--- src/sv/ipba_pkg.sv ---
// Shared types, codes and helpers for the IPv4 pool bitmap allocator.
package ipba_pkg;

  // Request kinds carried on in_tuser
  localparam logic OP_ALLOC   = 1'b0;
  localparam logic OP_RELEASE = 1'b1;

  // Result status codes carried on out_tuser
  localparam logic [1:0] ST_OK      = 2'd0;
  localparam logic [1:0] ST_INVALID = 2'd1;
  localparam logic [1:0] ST_DRAINED = 2'd2;

  // Configuration register indexes
  localparam logic [0:0] CFG_POOL_NETWORK  = 1'b0;
  localparam logic [0:0] CFG_PREFIX_LENGTH = 1'b1;

  localparam logic [5:0]  MAX_PREFIX     = 6'd30;
  localparam logic [5:0]  PREFIX_RESET   = 6'd32;
  localparam int          RESERVED_COUNT = 3;
  localparam logic [63:0] WORD_ALL       = 64'hFFFF_FFFF_FFFF_FFFF;

  // Controller to datapath
  typedef struct packed {
    logic       clr_step;
    logic       ld;
    logic       gs_rd;
    logic       g_found;
    logic       w_rd;
    logic       latch;
    logic       a_wr;
    logic       r_rd;
    logic       r_wr;
    logic       g_rd;
    logic       g_set;
    logic       g_clr;
    logic       res_ld;
    logic [1:0] res_status;
    logic       res_grant;
  } ipba_cmd_t;

  // Datapath to controller
  typedef struct packed {
    logic clr_last;
    logic pool_ok;
    logic drained;
    logic is_release;
    logic oor;
    logic rd_full;
    logic chk_end;
    logic rel_hit;
    logic gchunk_full;
    logic gchunk_last;
    logic new_full;
    logic cur_end;
  } ipba_sts_t;

  // Lowest clear bit of a word; 63 when bits 0..62 are all set
  function automatic logic [5:0] lowest_zero(input logic [63:0] w);
    logic [5:0] b;
    b = 6'd63;
    for (int i = 62; i >= 0; i--) begin
      if (!w[i]) b = 6'(i);
    end
    return b;
  endfunction

endpackage

--- src/sv/ipba_ctrl.sv ---
// Sequencer for the allocator: clearing pass, search, update and result hand-off.
module ipba_ctrl (
  input  logic               clk,
  input  logic               rst_n,
  input  logic               in_tvalid,
  output logic               in_tready,
  output logic               out_tvalid,
  input  logic               out_tready,
  input  ipba_pkg::ipba_sts_t sts,
  output ipba_pkg::ipba_cmd_t cmd
);

  typedef enum logic [14:0] {
    S_CLEAR    = 15'h0001,
    S_IDLE     = 15'h0002,
    S_DISPATCH = 15'h0004,
    S_GS_CHK   = 15'h0008,
    S_WS_RD    = 15'h0010,
    S_WS_CHK   = 15'h0020,
    S_A_WR     = 15'h0040,
    S_RS_RD    = 15'h0080,
    S_RS_CHK   = 15'h0100,
    S_G_RD     = 15'h0200,
    S_G_WR     = 15'h0400,
    S_R_RD     = 15'h0800,
    S_R_CHK    = 15'h1000,
    S_R_WR     = 15'h2000,
    S_FIN      = 15'h4000
  } state_t;

  state_t     st_r, st_nxt;
  logic [1:0] status_r, status_nxt;
  logic       grant_r, grant_nxt;
  logic       out_valid_r, out_valid_nxt;

  assign in_tready  = (st_r == S_IDLE);
  assign out_tvalid = out_valid_r;

  always_comb begin
    cmd           = '0;
    st_nxt        = st_r;
    status_nxt    = status_r;
    grant_nxt     = grant_r;
    out_valid_nxt = out_valid_r && !out_tready;
    case (st_r)
      S_CLEAR: begin
        cmd.clr_step = 1'b1;
        if (sts.clr_last) st_nxt = S_IDLE;
      end
      S_IDLE: begin
        if (in_tvalid) begin
          cmd.ld = 1'b1;
          st_nxt = S_DISPATCH;
        end
      end
      S_DISPATCH: begin
        grant_nxt = 1'b0;
        if (!sts.pool_ok) begin
          status_nxt = ipba_pkg::ST_INVALID;
          st_nxt     = S_FIN;
        end else if (sts.is_release) begin
          if (sts.oor) begin
            status_nxt = ipba_pkg::ST_OK;
            st_nxt     = S_FIN;
          end else begin
            st_nxt = S_R_RD;
          end
        end else if (sts.drained) begin
          status_nxt = ipba_pkg::ST_DRAINED;
          st_nxt     = S_FIN;
        end else begin
          cmd.gs_rd = 1'b1;
          st_nxt    = S_GS_CHK;
        end
      end
      S_GS_CHK: begin
        if (!sts.gchunk_full) begin
          cmd.g_found = 1'b1;
          st_nxt      = S_WS_RD;
        end else if (sts.gchunk_last) begin
          status_nxt = ipba_pkg::ST_DRAINED;
          st_nxt     = S_FIN;
        end else begin
          cmd.gs_rd = 1'b1;
        end
      end
      S_WS_RD: begin
        cmd.w_rd = 1'b1;
        st_nxt   = S_WS_CHK;
      end
      S_WS_CHK: begin
        if (!sts.rd_full) begin
          cmd.latch = 1'b1;
          st_nxt    = S_A_WR;
        end else if (sts.chk_end) begin
          status_nxt = ipba_pkg::ST_DRAINED;
          st_nxt     = S_FIN;
        end else begin
          cmd.w_rd = 1'b1;
        end
      end
      S_A_WR: begin
        cmd.a_wr   = 1'b1;
        grant_nxt  = 1'b1;
        status_nxt = ipba_pkg::ST_OK;
        if (!sts.new_full)    st_nxt = S_FIN;
        else if (sts.cur_end) st_nxt = S_G_RD;
        else                  st_nxt = S_RS_RD;
      end
      // rest of the group after the word just filled
      S_RS_RD: begin
        cmd.w_rd = 1'b1;
        st_nxt   = S_RS_CHK;
      end
      S_RS_CHK: begin
        if (!sts.rd_full)     st_nxt = S_FIN;
        else if (sts.chk_end) st_nxt = S_G_RD;
        else                  cmd.w_rd = 1'b1;
      end
      S_G_RD: begin
        cmd.g_rd = 1'b1;
        st_nxt   = S_G_WR;
      end
      S_G_WR: begin
        if (sts.is_release) cmd.g_clr = 1'b1;
        else                cmd.g_set = 1'b1;
        status_nxt = ipba_pkg::ST_OK;
        st_nxt     = S_FIN;
      end
      S_R_RD: begin
        cmd.r_rd = 1'b1;
        st_nxt   = S_R_CHK;
      end
      S_R_CHK: begin
        status_nxt = ipba_pkg::ST_OK;
        if (!sts.rel_hit) begin
          st_nxt = S_FIN;
        end else begin
          cmd.latch = 1'b1;
          st_nxt    = S_R_WR;
        end
      end
      S_R_WR: begin
        cmd.r_wr = 1'b1;
        st_nxt   = S_G_RD;
      end
      S_FIN: begin
        if (!out_valid_r || out_tready) begin
          cmd.res_ld     = 1'b1;
          cmd.res_status = status_r;
          cmd.res_grant  = grant_r;
          out_valid_nxt  = 1'b1;
          st_nxt         = S_IDLE;
        end
      end
      default: st_nxt = S_IDLE;
    endcase
  end

  always_ff @(posedge clk) begin
    if (!rst_n) begin
      st_r        <= S_CLEAR;
      status_r    <= ipba_pkg::ST_OK;
      grant_r     <= 1'b0;
      out_valid_r <= 1'b0;
    end else begin
      st_r        <= st_nxt;
      status_r    <= status_nxt;
      grant_r     <= grant_nxt;
      out_valid_r <= out_valid_nxt;
    end
  end

endmodule

--- config.mk ---
export PLATFORM = sky130hd
export DESIGN_NAME = ipba_ctrl
export DESIGN_NICKNAME = d
export VERILOG_FILES = /design/src/sv/ipba_pkg.sv /design/src/sv/ipba_ctrl.sv
export SDC_FILE = /design/constraint.sdc
export NUM_CORES = 1
export LEC_CHECK = 0
export BUFFER_PORTS_ARGS = -buffer_cell sky130_fd_sc_hd__buf_4
export CORE_MARGIN = 5
export CORE_UTILIZATION = 45
export CTS_CLUSTER_DIAMETER = 60
export CTS_CLUSTER_SIZE = 40
export DETAILED_ROUTE_END_ITERATION = 10
export GPL_ROUTABILITY_DRIVEN = 0
export GPL_TIMING_DRIVEN = 0
export PLACE_DENSITY = 0.7
export SYNTH_ARGS = -nofsm -noshare
export SYNTH_HDL_FRONTEND = slang
export SYNTH_SLANG_ARGS = --single-unit
--- constraint.sdc ---
create_clock -name clk -period 3.05 [get_ports clk]
set_input_delay 0.61 -clock clk [delete_from_list [all_inputs] [get_ports clk]]
set_output_delay 0.61 -clock clk [all_outputs]
set_load 0.01 [all_outputs]
==> impl_metrics.ini, run 1 <==
[power]
p_total_w = 0.000544
p_leak_nw = 0.695
ir_drop_mv = 0.292
power_density_mw_per_mm2 = 325

[timing]
fin_skew_ps = 3.70
max_slew_margin = 0.486
rsz0062_at_grt = false
fin_crit_sh = 0.960
tns_ps = 0
setup_viol = 0
tightest_slew_ps = 765
hold_viol_final = 0
slew_violations = 0
fmax_mhz = 342
finalCriticalPeriod_ps = 2930

[grt]
grt_max_degree = 11
grt-ovfl-total = 0
antenna_found_initial = 0
grt_use_total = 0.195
grt_pass1_vias = 1418
grt_pass1_wl_um = 6560

[layout]
layout-drive-gt1-share = 0.268
area_delta_synth_final_pct = 26.0
diodes = 0
layout_common_cells = buf_4 (35), nor2_1 (21), nand2_1 (19), dfxtp_1 (19), nor3_1 (11)
final_common_cell = buf_4
fill_cells = 266
fin_nets = 230

[detailed_routing]
viasPerCell = 6.18
drt_iter0_markers = 120
wl_per_cell_um = 15.7
num_vias = 1508
firstDrtPassIters = 4
wl_um = 3830
route.detailed.drc = 0
drt.antenna.violating_nets = 0

[clock_tree]
cts_hold_buf = 0
cts.sink_count = 19
cts_made_buffers = 3
clk_latency_ps = 300
cts_root_buf = clkbuf_4
clkTransAtPathRegs_ps = 110
cts_max_level = 1
cts_buffer_depth = 2
cts_tree = done

[logic_synthesis]
ys_ff_latch = 19
synthCells = 175
yosys.area.top_type_share = 0.286
async_flop_share = 0
synth_compound_area_frac = 0.154
yosys-mux-area-fraction = 0.00753
postSynth.topFlopCell = dfxtp_1
yosys.area_share.simple = 0.462
ys_warn_count = 0
yosys.cell_types.count = 47
synth_top_cell_by_area = dfxtp_1
synth_fa_ha_area_frac = 0
netlist_area_mm2 = 0.00133
synth_area_per_cell_um2 = 7.59
synth_area_leaders = dfxtp_1 (29%), nor2_1 (5.9%), nand2_1 (5.4%)
yosysSeqAreaShare = 0.286
synth_top_family_by_area = simple AND/OR/NAND/NOR gates
synth_edf_count = 0
synth_xor_area_frac = 0.0330
syn-num-nets = 191

[critical_path]
worst-path-buf-inv = 2
worstPathArrival_ps = 2320
worstPathCellList = buf_6 > nor4_2 > nand3_1 > or2_2 > o21ai_0 > buf_4
critical_path_class = reg2out
worst_path_largest_cell_delay_ps = 700
worstPathMaxFanout = 8
cp_top_family = simple AND/OR/NAND/NOR gates
worstPathRequired_ps = 2440
slowest_stage = nor4_2
endpoint_kind = primary output
critPathLaunchType = flip-flop

[floorplanning]
die_h_um = 64.3
rows = 19
core_area_mm2 = 0.00281
die_area_mm2 = 0.00414
start_util = 0.474
die-width_um = 64.3
ios = 34

[job]
drv_cap = 0

[min_path]
hold_path.class = in2reg

[placed_design]
hpwl_um = 3010
portBuffers = 33

[outcome]
status = finished, final reports clean
Yosys cell counts, drive strengths merged (2+ instances only):
master,number
nor2,21
dfxtp,19
nand2,19
nor3,13
nand3,10
a21oi,8
nand4,8
inv,7
nor4,7
and2,6
o21ai,6
buf,5
nor4b,5
clkbuf,4
nor2b,3
or3,3
xor2,3
a211oi,2
nand4b,2
o32ai,2
or2,2
or4b,2
xnor2,2
flip-flops by register name, indices dropped and copies added, names as in the netlist:
signal and count:
st_r 15, status_r 2, grant_r 1, out_tvalid 1
worst paths after layout:
path	startpoint	endpoint	slack (ps)	cells after the start
worst max-delay path	st_r[8]	cmd[10]	120	6
worst min-delay path	sts[0]	st_r[7]	460	2
worst max register to register	st_r[5]	st_r[14]	630	8
worst min register to register	status_r[0]	status_r[0]	480	2
final cells by class:
class	count	area, um^2	share of cell area
Clock buffer	4	26.3	0.0157
Tap cell	31	38.8	0.0232
Buffer	9	48.8	0.0291
Timing Repair Buffer	34	255	0.152
Sequential cell	19	380	0.227
Multi-Input combinational cell	140	898	0.537
Inverter	7	26.3	0.0157
metrics by stage:
step	hold WS, ps	instance area (um^2)	util	std cells	setup slack, ps
global route	442	1670	0.597	244	6.95
floorplan	436	1330	-	175	467
CTS	444	1650	0.590	244	17.5
finish	461	1670	0.597	244	123
detailed placement	466	1620	0.576	239	220
global placement	452	1620	0.576	239	257
worst register-to-register path, cell delays in order (launching register included):
cell,delay [ps]
dfxtp_1,320
clkbuf_1,310
nor4_2,100
clkbuf_1,240
and3_1,290
o21ai_1,210
o2111ai_4,210
a2111oi_1,520
a21oi_2,110
where the power goes:
| part | leakage (nW) | internal (W) | switching (W) |
|---|---|---|---|
| registers | 0.154 | 0.000256 | 0.00000727 |
| clock network | 0.0150 | 0.0000510 | 0.0000792 |
| logic | 0.526 | 0.0000651 | 0.0000858 |
| total | 0.695 | 0.000372 | 0.000172 |
cells by family (layout without fill, tap and decap cells):
logic type / count (synthesis) / in the layout
compound gates: 26 / 26
xor+xnor: 5 / 5
buf+inv: 16 / 54
flops: 19 / 19
mux: 1 / 1
simple gates: 108 / 108
routing by layer:
layer,up-vias,wire length [um],part of all wire,global-route usage
li1,730,-,-,-
met1,697,1530,0.40,0.261
met2,72,1850,0.48,0.314
met3,9,370,0.097,0.0333
met4,0,68,0.018,0.0712
met5,-,0,0,0
what timing repair did:
item | CTS | global route
resized for setup | 1 | 4
pin swaps | 1 | 0
buffers inserted | 1 | 0
endpoints found under the setup margin | 5 | 6
(Power assumes the default switching activity.)
==> run 2: changes to the inputs <==
- MAX_ROUTING_LAYER: unset -> met4
==> impl_metrics.ini, run 2 (same netlist as run 1, synthesis figures left out) <==
[layout]
fin_util = 0.597
largest_register_ffs = 15
diodes = 0
fin_area_mm2 = 0.00167
area_delta_synth_final_pct = 26.0
multiInputGateArea_um2 = 898
register_area_um2 = 380
final_common_cell = buf_4
layout_common_cells = buf_4 (35), nor2_1 (21), nand2_1 (19), dfxtp_1 (19), nor3_1 (11)
largest-register = st_r
fill_cells = 266
layout-drive-gt1-share = 0.268
fin_nets = 230
biggestRegsByFlops = st_r (15), status_r (2)

[grt]
grt-ovfl-total = 0
grt_pass1_wl_um = 6560
grt_pass1_vias = 1417
antenna_found_initial = 0
grt_use_total = 0.201
grt_max_degree = 11

[floorplanning]
die_area_mm2 = 0.00414
ios = 34
die_h_um = 64.3
die-width_um = 64.3
core_area_mm2 = 0.00281
rows = 19
start_util = 0.474

[clock_tree]
cts_tree = done
cts.sink_count = 19
cts_made_buffers = 3
cts_max_level = 1
cts_root_buf = clkbuf_4
clk_latency_ps = 300
cts_buffer_depth = 2
clkTransAtPathRegs_ps = 110
cts_hold_buf = 0

[critical_path]
worst_path_largest_cell_delay_ps = 710
worstPathMaxFanout = 8
slowest_stage = nor4_2
worstPathCellList = buf_6 > nor4_2 > nand3_1 > or2_2 > o21ai_0 > buf_4
reg2reg_setup_slack_ps = 610
worstPathArrival_ps = 2330
critPathLaunchType = flip-flop
critical_path_class = reg2out
endpoint_kind = primary output
rr_startpoint = st_r[5]
worstPathRequired_ps = 2440
critPathLaunch = st_r[8]

[timing]
tightest_slew_ps = 784
fmax_mhz = 340
rsz0062_at_grt = false
finalCriticalPeriod_ps = 2940
tns_ps = 0
whs_ps = 461
max_slew_margin = 0.473
slew_violations = 0
setup_viol = 0
hold_viol_final = 0
fin_crit_sh = 0.963
fin_skew_ps = 3.01

[detailed_routing]
num_vias = 1514
viasPerCell = 6.20
firstDrtPassIters = 4
wl_um = 3840
wl_per_cell_um = 15.7
drt_iter0_markers = 151
drt.antenna.violating_nets = 0
route.detailed.drc = 0

[min_path]
hold_path.class = in2reg
min_from = sts[0]

[power]
swShare = 0.317
pwr-share-seq = 0.483
p_comb_frac = 0.277
p_int_w = 0.000372
power_frac_clock = 0.240
power_density_mw_per_mm2 = 325
ir_drop_mv = 0.293
p_leak_nw = 0.695
p_sw_w = 0.000173

[placed_design]
hpwl_um = 3010
portBuffers = 33
place_area_mm2 = 0.00162

[job]
drv_cap = 0

[outcome]
status = finished, final reports clean
## run 2: power by group through the flow
stage	logic, W	registers [W]	clock network [W]
2_1_floorplan	0.0000929	0.000267	0
3_3_place_gp	0.000142	0.000267	0
3_5_place_dp	0.000144	0.000268	0
4_1_cts	0.000148	0.000262	0.000138
5_1_grt	0.000167	0.000264	0.000147
6_report	0.000151	0.000263	0.000131
## run 2: timing repair
action,4_1_cts,5_1_grt
buffers inserted,1,0
resized for setup,1,4
endpoints found under the setup margin,5,6
pin swaps,1,0
hold endpoints to repair,0,0
cloned,0,0
## run 2: through the flow
step	cells	worst slack, ps	total power [W]
3_5_place_dp	239	220	0.000412
4_1_cts	244	17.5	0.000548
6_report	244	113	0.000544
2_1_floorplan	175	467	0.000360
5_1_grt	244	6.94	0.000578
3_3_place_gp	239	257	0.000409
## run 2: final cells by class
class | instances | area share
clock buffers | 4 | 0.0157
multi-input cells | 140 | 0.537
flip-flops and latches | 19 | 0.227
well taps | 31 | 0.0232
inverters | 7 | 0.0157
plain buffers | 9 | 0.0291
repair buffers | 34 | 0.152
## run 2: per-layer routing
layer | track usage | up-vias | share of wire
met3 | 0.0315 | 9 | 0.082
met4 | 0.0712 | 0 | 0.017
met5 | - | - | 0
li1 | - | 726 | -
met2 | 0.316 | 77 | 0.48
met1 | 0.262 | 702 | 0.42
## run 2: worst max-delay path: cells and delay by family, from the launching register on
kind                   cells  cell delay, ps
buffers and inverters      2             270
and+or+nand+nor            3            1280
AOI/OAI and AO/OA          1             150
DFF                        1             320
## run 2: final timing paths
| kind | endpoint | cells after the start |
|---|---|---|
| hold / removal | st_r[7] | 2 |
| setup / recovery | cmd[10] | 6 |
| setup reg to reg | st_r[14] | 8 |
| hold reg to reg | status_r[0] | 2 |
==> run 3: changes to the inputs <==
- CELL_PAD_IN_SITES_DETAIL_PLACEMENT: unset -> 1
- CELL_PAD_IN_SITES_GLOBAL_PLACEMENT: unset -> 1
- CORE_MARGIN: 5 -> 4
- CORE_UTILIZATION: 45 -> 37
- PLACE_DENSITY: 0.7 -> unset
- PLACE_DENSITY_LB_ADDON: unset -> 0.1
==> impl_metrics.ini, run 3 (same netlist as run 1, synthesis figures left out) <==
[outcome]
status = finished, final reports clean

[grt]
grt_max_degree = 11
grt_use_total = 0.210
grt_pass1_wl_um = 7090
antenna_found_initial = 0
grt-ovfl-total = 0
grt_pass1_vias = 1488

[clock_tree]
cts.sink_count = 19
clkTransAtPathRegs_ps = 110
cts_root_buf = clkbuf_4
cts_tree = done
cts_buffer_depth = 2
clk_latency_ps = 300
cts_max_level = 1
cts_made_buffers = 3

[critical_path]
worstPathArrival_ps = 2320
endpoint_kind = primary output
critPathLaunchType = flip-flop
worstPathMaxFanout = 8
worstPathRequired_ps = 2440
critical_path_class = reg2out
reg2reg_setup_slack_ps = 690

[timing]
rsz0062_at_grt = false
fmax_mhz = 341
max_slew_margin = 0.598
hold_viol_final = 0
slew_violations = 0
layout_setup_ws_ps = 116
fin_skew_ps = 3.32
tns_ps = 0
tightest_slew_ps = 595
finalCriticalPeriod_ps = 2930
setup_viol = 0
fin_crit_sh = 0.962

[layout]
largest-register = st_r
layout_common_cells = buf_4 (35), nor2_1 (21), nand2_1 (19), dfxtp_1 (19), nor3_1 (11)
fill_cells = 428
largest_register_ffs = 15
fin_nets = 230
area_delta_synth_final_pct = 28.2
final_common_cell = buf_4
diodes = 0
biggestRegsByFlops = st_r (15), status_r (2)
layout-drive-gt1-share = 0.272

[detailed_routing]
drt_iter0_markers = 31
num_vias = 1471
wl_um = 4370
firstDrtPassIters = 4
drt.antenna.violating_nets = 0
viasPerCell = 5.68
wl_per_cell_um = 16.9
route.detailed.drc = 0

[power]
power_density_mw_per_mm2 = 322
p_leak_nw = 0.703
ir_drop_mv = 0.159

[floorplanning]
core_area_mm2 = 0.00339
die-width_um = 67.9
die_area_mm2 = 0.00461
start_util = 0.392
ios = 34
die_h_um = 67.9
rows = 21

[min_path]
hold_path.class = reg2reg

[job]
drv_cap = 0

[placed_design]
hpwl_um = 3460
portBuffers = 33
dp_slack_ps = 255
## run 3: power by group
group          internal, W  switching, W  total, W
logic            0.0000651     0.0000870  0.000152
clock network    0.0000509     0.0000813  0.000132
registers         0.000256    0.00000757  0.000263
total             0.000372      0.000176  0.000548
## run 3: worst paths after layout
path,cells after the start,to,start
max,7,cmd[0],st_r[8]
max reg2reg,6,st_r[4],st_r[8]
min,2,status_r[0],status_r[0]
min reg2reg,2,status_r[0],status_r[0]
## run 3: metrics by stage
stage / utilization / total power [W] / std cells / hold WS [ps] / instance area, um^2
floorplan: - / 0.000360 / 175 / 436 / 1330
global placement: 0.482 / 0.000411 / 254 / 456 / 1630
detailed placement: 0.482 / 0.000415 / 254 / 458 / 1630
CTS: 0.494 / 0.000553 / 259 / 458 / 1680
global route: 0.502 / 0.000587 / 259 / 440 / 1700
finish: 0.502 / 0.000548 / 259 / 468 / 1700
## run 3: worst max-delay path, cell delays in order, from the launching register on
cell	delay, ps
dfxtp_1	330
buf_6	140
or4_1	520
buf_2	190
or3_4	450
nor2b_4	140
and2_1	140
buf_4	120
## run 3: metal layers
layer / GRT usage / up-vias / share of wire
met2: 0.360 / 31 / 0.50
met3: 0.0279 / 4 / 0.031
met5: - / - / 0
met4: 0.0521 / 0 / 0.0078
met1: 0.261 / 711 / 0.46
li1: - / 725 / -
## run 3: layout make-up
class	instances	area, um^2	area share
timing repair buffer	34	255	0.150
multi-input combinational	140	907	0.533
sequential	19	380	0.223
clock buffer	4	26.3	0.0154
inverter	7	26.3	0.0154
buffer	9	50.0	0.0294
tap	46	57.6	0.0338
## run 3: what timing repair did
item | 4_1_cts | 5_1_grt
hold endpoints to repair | 0 | 0
pin swaps | 1 | 0
resized for setup | 2 | 6
setup endpoints to repair | 4 | 9
buffers inserted | 1 | 0
hold buffers | 0 | 0
